<file path="config.mk">
export PLATFORM = sky130hd
export DESIGN_NAME = sha1_message_digest
export DESIGN_NICKNAME = d
export VERILOG_FILES = /design/src/hw/rtl/sha1md_pkg.sv /design/src/hw/rtl/sha1_message_digest.sv /design/src/hw/rtl/sha1md_ram.sv /design/src/hw/rtl/sha1md_compress.sv
export VERILOG_INCLUDE_DIRS = /design/src /design/src/hw/rtl
export SDC_FILE = /design/constraint.sdc
export NUM_CORES = 2
export LEC_CHECK = 0
export BUFFER_PORTS_ARGS = -buffer_cell sky130_fd_sc_hd__buf_2
export CAP_MARGIN = 10
export CORE_ASPECT_RATIO = 0.6
export CORE_MARGIN = 2
export CORE_UTILIZATION = 52
export DETAILED_ROUTE_END_ITERATION = 8
export PLACE_DENSITY = 0.73
export REMOVE_ABC_BUFFERS = 1
export SYNTH_ARGS = -nofsm -noshare
export SYNTH_HDL_FRONTEND = slang
export SYNTH_SLANG_ARGS = --single-unit
</file>
<file path="constraint.sdc">
create_clock -name clk_i -period 30.8 [get_ports clk_i]
set_input_delay 0 -clock clk_i [delete_from_list [all_inputs] [get_ports clk_i]]
set_output_delay 0 -clock clk_i [all_outputs]
set_load 0.005 [all_outputs]
</file>
<file path="src/hw/rtl/sha1_message_digest_defines.svh">
// Assertion macros used by the SHA-1 digest top level.
// Expects clk_i and rst_ni in the scope of each use.
`ifndef SHA1_MESSAGE_DIGEST_DEFINES_SVH
`define SHA1_MESSAGE_DIGEST_DEFINES_SVH

// Same-cycle implication, checked out of reset.
`define SHA1MD_ASSERT_IMP(lbl, ante, cons, msg) \
  lbl: assert property (@(posedge clk_i) disable iff (!rst_ni) (ante) |-> (cons)) \
    else $error(msg);

// Next-cycle implication, checked out of reset.
`define SHA1MD_ASSERT_NXT(lbl, ante, cons, msg) \
  lbl: assert property (@(posedge clk_i) disable iff (!rst_ni) (ante) |=> (cons)) \
    else $error(msg);

`endif

</file>
<file path="src/hw/rtl/sha1md_pkg.sv">
// Shared types, constants and state encodings of the SHA-1 digest block.
// No dependencies; imported by the top level and the compression unit.
package sha1md_pkg;

  localparam int unsigned NUM_HASH  = 5;
  localparam int unsigned BUF_WORDS = 16;
  localparam int unsigned BUF_AW    = $clog2(BUF_WORDS);

  localparam logic [6:0] ROUND_LAST = 7'd79;
  localparam logic [6:0] ROUND_K1   = 7'd20;
  localparam logic [6:0] ROUND_K2   = 7'd40;
  localparam logic [6:0] ROUND_K3   = 7'd60;
  localparam logic [6:0] ROUND_SCHD = 7'd16;

  localparam logic [31:0] K0 = 32'h5A827999;
  localparam logic [31:0] K1 = 32'h6ED9EBA1;
  localparam logic [31:0] K2 = 32'h8F1BBCDC;
  localparam logic [31:0] K3 = 32'hCA62C1D6;

  localparam logic [5:0] POS_LEN  = 6'd56;
  localparam logic [5:0] POS_LAST = 6'd63;
  localparam logic [2:0] IDX_LAST = 3'd4;
  localparam logic [7:0] PAD_BYTE = 8'h80;

  typedef logic [NUM_HASH-1:0][31:0] hash_t;

  localparam hash_t H_INIT = {32'hC3D2E1F0, 32'h10325476, 32'h98BADCFE,
                              32'hEFCDAB89, 32'h67452301};

  typedef enum logic [1:0] {
    TS_IDLE,
    TS_PAD,
    TS_COMP,
    TS_EMIT
  } top_state_e;

  typedef enum logic [1:0] {
    CS_IDLE,
    CS_PREP,
    CS_ROUND,
    CS_DONE
  } cmp_state_e;

  typedef enum logic [1:0] {
    PAD_MARK,
    PAD_ZERO,
    PAD_LEN
  } pad_sel_e;

  typedef struct packed {
    logic busy;
    logic done;
  } cmp_stat_t;

endpackage

</file>
<file path="src/hw/rtl/sha1_message_digest.sv">
// SHA-1 over a byte stream. An item with tuser low absorbs one byte;
// every 64th byte (message or padding) then holds the input while the
// compression unit runs its 80 rounds, one per cycle, against the 16-word block RAM.
// A finish item (tuser high) pads through the same byte path, one pad byte per cycle
// while not compressing (9 to 72 bytes, with one or two compressions), then offers the
// five digest words, word 0 first; the block takes no input until the fifth word is
// taken and returns to the initial hash state for a new message.
`include "sha1_message_digest_defines.svh"

module sha1_message_digest
  import sha1md_pkg::*;
(
  input  logic        clk_i,
  input  logic        rst_ni,
  input  logic        s_axis_tvalid_i,
  output logic        s_axis_tready_o,
  input  logic [7:0]  s_axis_tdata_i,   // [7:0] data_byte
  input  logic        s_axis_tuser_i,   // [0] mode
  output logic        m_axis_tvalid_o,
  input  logic        m_axis_tready_i,
  output logic [39:0] m_axis_tdata_o,   // [31:0] digest_word, [34:32] word_index, zero fill
  output logic        m_axis_tlast_o    // last_word
);

  top_state_e  state_q, state_d;
  pad_sel_e    pad_sel_q, pad_sel_d;
  logic [60:0] cnt_q;
  logic [60:0] len_q;
  logic        fin_q;
  logic [23:0] word_q;
  logic [2:0]  idx_q;
  hash_t       h_q;

  logic        in_acc, fin_acc, byte_en, blk_start, emit_acc, emit_end;
  logic [7:0]  byte_val;
  logic [5:0]  pos;
  logic [2:0]  len_sel;
  logic [63:0] len_bits;

  logic              ram_we;
  logic [BUF_AW-1:0] ram_raddr;
  logic [31:0]       ram_rdata;
  hash_t             work;
  cmp_stat_t         cmp_stat;

  assign pos      = cnt_q[5:0];
  assign in_acc   = s_axis_tvalid_i && s_axis_tready_o;
  assign fin_acc  = in_acc && s_axis_tuser_i;
  assign emit_acc = m_axis_tvalid_o && m_axis_tready_i;
  assign emit_end = emit_acc && (idx_q == IDX_LAST);
  assign byte_en  = (in_acc && !s_axis_tuser_i) || (state_q == TS_PAD);
  assign blk_start = byte_en && (pos == POS_LAST);

  // length bytes fill positions 56..63, most significant first
  assign len_bits = {len_q, 3'b000};
  assign len_sel  = ~pos[2:0];

  always_comb begin
    byte_val  = s_axis_tdata_i;
    pad_sel_d = pad_sel_q;
    if (state_q == TS_PAD) begin
      unique case (pad_sel_q)
        PAD_MARK: begin
          byte_val  = PAD_BYTE;
          pad_sel_d = PAD_ZERO;
        end
        PAD_ZERO: begin
          if (pos == POS_LEN) begin
            byte_val  = len_bits[{len_sel, 3'b000} +: 8];
            pad_sel_d = PAD_LEN;
          end else begin
            byte_val = '0;
          end
        end
        PAD_LEN:  byte_val = len_bits[{len_sel, 3'b000} +: 8];
        default:  byte_val = '0;
      endcase
    end
  end

  // next state
  always_comb begin
    state_d = state_q;
    unique case (state_q)
      TS_IDLE: begin
        if (fin_acc) begin
          state_d = TS_PAD;
        end else if (blk_start) begin
          state_d = TS_COMP;
        end
      end
      TS_PAD:  if (blk_start) state_d = TS_COMP;
      TS_COMP: begin
        if (cmp_stat.done) begin
          if (!fin_q) begin
            state_d = TS_IDLE;
          end else if (pad_sel_q == PAD_LEN) begin
            state_d = TS_EMIT;
          end else begin
            state_d = TS_PAD;
          end
        end
      end
      TS_EMIT: if (emit_end) state_d = TS_IDLE;
      default: state_d = TS_IDLE;
    endcase
  end

  // outputs
  always_comb begin
    s_axis_tready_o = 1'b0;
    m_axis_tvalid_o = 1'b0;
    unique case (state_q)
      TS_IDLE: s_axis_tready_o = 1'b1;
      TS_EMIT: m_axis_tvalid_o = 1'b1;
      default: ;
    endcase
  end

  assign m_axis_tdata_o = {5'b00000, idx_q, h_q[idx_q]};
  assign m_axis_tlast_o = (idx_q == IDX_LAST);

  always_ff @(posedge clk_i or negedge rst_ni) begin
    if (!rst_ni) begin
      state_q   <= TS_IDLE;
      pad_sel_q <= PAD_MARK;
      cnt_q     <= '0;
      fin_q     <= 1'b0;
      idx_q     <= '0;
      h_q       <= H_INIT;
    end else begin
      state_q <= state_d;
      if (byte_en) begin
        pad_sel_q <= pad_sel_d;
        cnt_q     <= cnt_q + 61'd1;
      end
      if (fin_acc) begin
        fin_q     <= 1'b1;
        pad_sel_q <= PAD_MARK;
      end
      if (cmp_stat.done) begin
        for (int i = 0; i < NUM_HASH; i++) begin
          h_q[i] <= h_q[i] + work[i];
        end
      end
      if (emit_acc && !emit_end) begin
        idx_q <= idx_q + 3'd1;
      end
      // back to the initial state for the next message
      if (emit_end) begin
        idx_q <= '0;
        fin_q <= 1'b0;
        cnt_q <= '0;
        h_q   <= H_INIT;
      end
    end
  end

  always_ff @(posedge clk_i) begin
    if (byte_en) begin
      word_q <= {word_q[15:0], byte_val};
    end
    if (fin_acc) begin
      len_q <= cnt_q;
    end
  end

  // write a word once its fourth byte arrives
  assign ram_we = byte_en && (pos[1:0] == 2'b11);

  sha1md_ram #(
    .WIDTH (32),
    .DEPTH (BUF_WORDS)
  ) u_buf (
    .clk_i   (clk_i),
    .we_i    (ram_we),
    .waddr_i (pos[5:2]),
    .wdata_i ({word_q, byte_val}),
    .raddr_i (ram_raddr),
    .rdata_o (ram_rdata)
  );

  sha1md_compress u_compress (
    .clk_i   (clk_i),
    .rst_ni  (rst_ni),
    .start_i (blk_start),
    .hash_i  (h_q),
    .rdata_i (ram_rdata),
    .raddr_o (ram_raddr),
    .work_o  (work),
    .stat_o  (cmp_stat)
  );

  `SHA1MD_ASSERT_IMP(a_one_side, s_axis_tready_o, !m_axis_tvalid_o, "input and output both open")
  `SHA1MD_ASSERT_IMP(a_cmp_busy, state_q == TS_COMP, cmp_stat.busy || $past(blk_start) == 1'b0, "compression idle during block wait")
  `SHA1MD_ASSERT_NXT(a_fin_stall, fin_acc, !s_axis_tready_o, "input taken right after finish")
  `SHA1MD_ASSERT_IMP(a_last_idx, m_axis_tvalid_o && m_axis_tlast_o, m_axis_tdata_o[34:32] == IDX_LAST, "last word with wrong index")

endmodule

</file>
<file path="src/hw/rtl/sha1md_ram.sv">
// Generic simple dual-port RAM: one write port, one read port, registered read.
// No dependencies.
module sha1md_ram #(
  parameter int unsigned WIDTH = 32,
  parameter int unsigned DEPTH = 16
) (
  input  logic                     clk_i,
  input  logic                     we_i,
  input  logic [$clog2(DEPTH)-1:0] waddr_i,
  input  logic [WIDTH-1:0]         wdata_i,
  input  logic [$clog2(DEPTH)-1:0] raddr_i,
  output logic [WIDTH-1:0]         rdata_o
);

  logic [WIDTH-1:0] mem_q [DEPTH];
  logic [WIDTH-1:0] rdata_q;

  always_ff @(posedge clk_i) begin
    if (we_i) begin
      mem_q[waddr_i] <= wdata_i;
    end
    rdata_q <= mem_q[raddr_i];
  end

  assign rdata_o = rdata_q;

endmodule

</file>
<file path="src/hw/rtl/sha1md_compress.sv">
// SHA-1 compression: 80 rounds, one per cycle, over a block read from the buffer RAM.
// Depends on sha1md_pkg; the buffer RAM lives in the top level.
module sha1md_compress
  import sha1md_pkg::*;
(
  input  logic              clk_i,
  input  logic              rst_ni,
  input  logic              start_i,
  input  hash_t             hash_i,
  input  logic [31:0]       rdata_i,
  output logic [BUF_AW-1:0] raddr_o,
  output hash_t             work_o,
  output cmp_stat_t         stat_o
);

  cmp_state_e state_q, state_d;
  logic [6:0]  rnd_q, rnd_d;
  logic [31:0] a_q, b_q, c_q, d_q, e_q;
  logic [15:0][31:0] win_q;
  logic        round_en, load_en;
  logic [31:0] w_cur, w_mix, f_val, k_val, t_val;

  // next state
  always_comb begin
    state_d = state_q;
    unique case (state_q)
      CS_IDLE:  if (start_i) state_d = CS_PREP;
      CS_PREP:  state_d = CS_ROUND;
      CS_ROUND: if (rnd_q == ROUND_LAST) state_d = CS_DONE;
      CS_DONE:  state_d = CS_IDLE;
      default:  state_d = CS_IDLE;
    endcase
  end

  // outputs
  always_comb begin
    load_en     = 1'b0;
    round_en    = 1'b0;
    raddr_o     = '0;
    stat_o.busy = 1'b1;
    stat_o.done = 1'b0;
    unique case (state_q)
      CS_IDLE: begin
        load_en     = start_i;
        stat_o.busy = 1'b0;
      end
      CS_PREP: raddr_o = '0;
      CS_ROUND: begin
        round_en = 1'b1;
        // prefetch the word of the next round
        raddr_o  = rnd_q[BUF_AW-1:0] + BUF_AW'(1);
      end
      CS_DONE: stat_o.done = 1'b1;
      default: stat_o.busy = 1'b0;
    endcase
  end

  assign rnd_d = (state_q == CS_PREP) ? 7'd0 : rnd_q + 7'd1;

  assign w_mix = win_q[13] ^ win_q[8] ^ win_q[2] ^ win_q[0];
  assign w_cur = (rnd_q < ROUND_SCHD) ? rdata_i : {w_mix[30:0], w_mix[31]};

  always_comb begin
    priority if (rnd_q < ROUND_K1) begin
      f_val = (b_q & c_q) | (~b_q & d_q);
      k_val = K0;
    end else if (rnd_q < ROUND_K2) begin
      f_val = b_q ^ c_q ^ d_q;
      k_val = K1;
    end else if (rnd_q < ROUND_K3) begin
      f_val = (b_q & c_q) | (b_q & d_q) | (c_q & d_q);
      k_val = K2;
    end else begin
      f_val = b_q ^ c_q ^ d_q;
      k_val = K3;
    end
  end

  assign t_val = {a_q[26:0], a_q[31:27]} + f_val + e_q + k_val + w_cur;

  always_ff @(posedge clk_i or negedge rst_ni) begin
    if (!rst_ni) begin
      state_q <= CS_IDLE;
      rnd_q   <= '0;
    end else begin
      state_q <= state_d;
      if (state_q == CS_PREP || round_en) begin
        rnd_q <= rnd_d;
      end
    end
  end

  always_ff @(posedge clk_i) begin
    if (load_en) begin
      a_q <= hash_i[0];
      b_q <= hash_i[1];
      c_q <= hash_i[2];
      d_q <= hash_i[3];
      e_q <= hash_i[4];
    end else if (round_en) begin
      a_q   <= t_val;
      b_q   <= a_q;
      c_q   <= {b_q[1:0], b_q[31:2]};
      d_q   <= c_q;
      e_q   <= d_q;
      win_q <= {w_cur, win_q[15:1]};
    end
  end

  assign work_o = {e_q, d_q, c_q, b_q, a_q};

endmodule
</file>
==> summary.txt <==
Outcome = complete, no violations
First drt pass iteration count = 6
# clock sinks = 1539
Data required, critical path = 31420 ps
Final Core Density = 57.75%
Global placement routability congestion = 0.9598
Multiplexer area fraction after synthesis = 2.239%
CTS buffer count = 141
Fill count = 10710
Final setup TNS = 0 ps
Crit start category = flip-flop
Area Growth Syn to Fin = 9.922%
Pins Over Slew Limit = 0
Xor/xnor share of the synthesized area = 3.285%
GR Util met1 = 41.39%
PortBufs = 50
# diodes = 0
Final nets = 6169
Post-cts sizing count = 0
Asr flop ratio synth = 15.46%
CP endpoint kind = flip-flop
Aggregate routed wire length = 185100 um
CTS Root Cell = clkbuf_16
I/O pin count = 56
Avg Inst Size Synth = 12.44 um^2
Min Clock Period, post-route = 6937 ps
DRT iter0 DRCs = 6375
Met3 Resource Use GR = 7.579%
Mapped Area = 0.07199 mm^2
Hold Vio Cnt, Final = 0
Worst slew margin = 16.06%
Starting Density = 52.54%
Crit Path Class = flip-flop to flip-flop
Drt drc = 0
Initial antenna violation count = 2
Largest cells by area after synthesis = edfxtp_1 (53%), dfrtp_1 (5.5%), nand2_1 (4.3%)
First-pass GRT wire length = 278300 um
Largest net degree at the start of global routing = 189
Die height = 292.2 um
Die footprint = 0.1415 mm^2
GR Util met2 = 34.17%
Post-synthesis simple-gate area fraction = 10.69%
Seq cells post-synth = 1539
Complex-gate fraction of the synthesized area = 11.36%
EDFF count, synth = 1269
Worst hold-check path type = input pin to flip-flop
Clock Latency Late Sink = 790 ps
Worst slew pin tran = 1246 ps
Clock skew = 38.41 ps
Yosys top cell area share = 52.93%
Antenna Nets Post-Route = 0
Via Count = 47250
WL/cell = 23.91 um
Post-DP HPWL = 117700 um
DR vias/cell = 6.104
Fraction of layout cells with a size suffix above 1 = 8.681%
Ys flop type = edfxtp_1
GRT busiest layer = met1
Yosys cell types = 92
Worst Path Max Fanout = 34
Largest family of logic cells by synthesized area = compound AO/OA/AOI/OAI gates
Synth top cells by count = edfxtp_1 (1269), nand2_1 (828), nor2_1 (356)
Synth Area in Adders = 7.446%
Row count = 105
TritonCTS clock tree = done
Period Utilization, post-route = 22.52%
CP arrival = 7560 ps
Clk buf depth = 3
# Max-Cap Violations = 0
CTS clk-pin slew, worst paths = 70 ps
Grt total ovfl = 0
Synth area leader = edfxtp_1
Total track usage = 25.86%
Yosys warnings = 0
Fmax = 144.2 MHz
Most common cell in the netlist = edfxtp_1
RSZ-0062 raised after global routing = no
H-tree depth = 4
Synth Instances = 5785
Core area = 0.1370 mm^2
Die width = 484.3 um
Vias in the first global route = 44650
Final Setup Violations = 0
Seq/Total Area, Yosys = 62.24%
worst paths after layout:
check                                       from               endpoint  slack, ps  depth (start not counted)
max reg2reg                  u_compress.rnd_q[3]     u_compress.a_q[31]      23860                         24
min reg2reg                u_compress.win_q[469]  u_compress.win_q[437]        410                          0
min in group asynchronous                 rst_ni                h_q[69]         90                          2
max                          u_compress.rnd_q[3]     u_compress.a_q[31]      23860                         24
min                              s_axis_tvalid_i           pad_sel_q[1]         80                          4
max in group asynchronous                 rst_ni               idx_q[0]      28910                          4
what timing repair did:
item / in CTS / in global routing
buffers inserted: 0 / 0
hold buffers: 9 / 2
hold endpoints to repair: 215 / 34
cells in the final DEF, fill, tap and decap left out, types with 66 or more instances in the layout:
master / count
a211oi_1: 188
a21o_1: 74
a21oi_1: 315
a311oi_1: 66
a31oi_1: 82
buf_4: 72
clkbuf_16: 146
dfrtp_1: 155
dfstp_2: 80
edfxtp_1: 1269
fa_1: 124
ha_1: 228
inv_1: 244
mux2i_1: 125
nand2_1: 823
nand3_1: 73
nor2_1: 348
nor2b_1: 179
o21ai_0: 233
xnor2_1: 187
xor2_1: 83
layer usage:
layer  vias up  share of wire (%)
met5         -              0.082
met1     23430                 46
met3       265                 12
met4         2                1.8
li1      21160                  -
met2      2391                 40
layout make-up:
| type | instances | area [um^2] | area share, % |
|---|---|---|---|
| clock buffer | 197 | 4035 | 5.099 |
| clock inverter | 65 | 665.6 | 0.8412 |
| inverter | 249 | 937.1 | 1.184 |
| multi-input combinational | 3735 | 25440 | 32.14 |
| sequential | 1539 | 44810 | 56.63 |
| tap | 1819 | 2276 | 2.876 |
| timing repair buffer | 136 | 970.9 | 1.227 |
worst max-delay path, cell delays in order (launching register included):
cell      delay (ps)
dfrtp_1          470
o21ai_0          200
nand2_1           80
buf_4            330
nand2_1          130
buf_4            500
nor2_1            90
a211oi_1         460
fa_1             510
inv_1             80
fa_1             440
fa_1             500
inv_1             50
ha_1             190
inv_1             80
fa_1             270
nor2b_4           60
o31a_1           280
o41ai_1          440
a21o_1           270
a21oi_2          130
o41ai_2          560
o21ai_2          160
a311o_1          350
a21oi_1          150
state kept, by name, summed over array words and instances, names as in the netlist:
name,flops
word_q,24
u_compress.a_q,32
h_q,160
u_buf.mem_q,512
idx_q,3
u_compress.c_q,32
pad_sel_q,2
fin_q,1
u_compress.d_q,32
u_compress.e_q,32
cnt_q,61
u_compress.rnd_q,7
state_q,2
u_compress.b_q,32
u_buf.rdata_o,32
len_q,61
u_compress.win_q,512
u_compress.state_q,2
metrics by stage:
step	setup slack, ps	cells	area [um^2]	hold WS, ps
final	23860	7740	79130	77.13
after global routing	23640	7740	79130	97.28
after CTS	24030	7736	79090	42.33
after detailed placement	24080	7465	74280	54.49
after global placement	24130	7465	74280	56.38
after floorplan	3010	5523	70970	-295.6
cell families after synthesis:
kind of cell,count (synthesis)
other,1
adders and majority gates,354
AOI/OAI and AO/OA,1254
muxes,141
xor gates and xnor gates,270
buffers and inverters,515
and+or+nand+nor,1711
DFF,1539
Power is left out: the tool's default activity adds up to more than one toggle a clock period on the data nets, which glitch-free logic cannot reach.
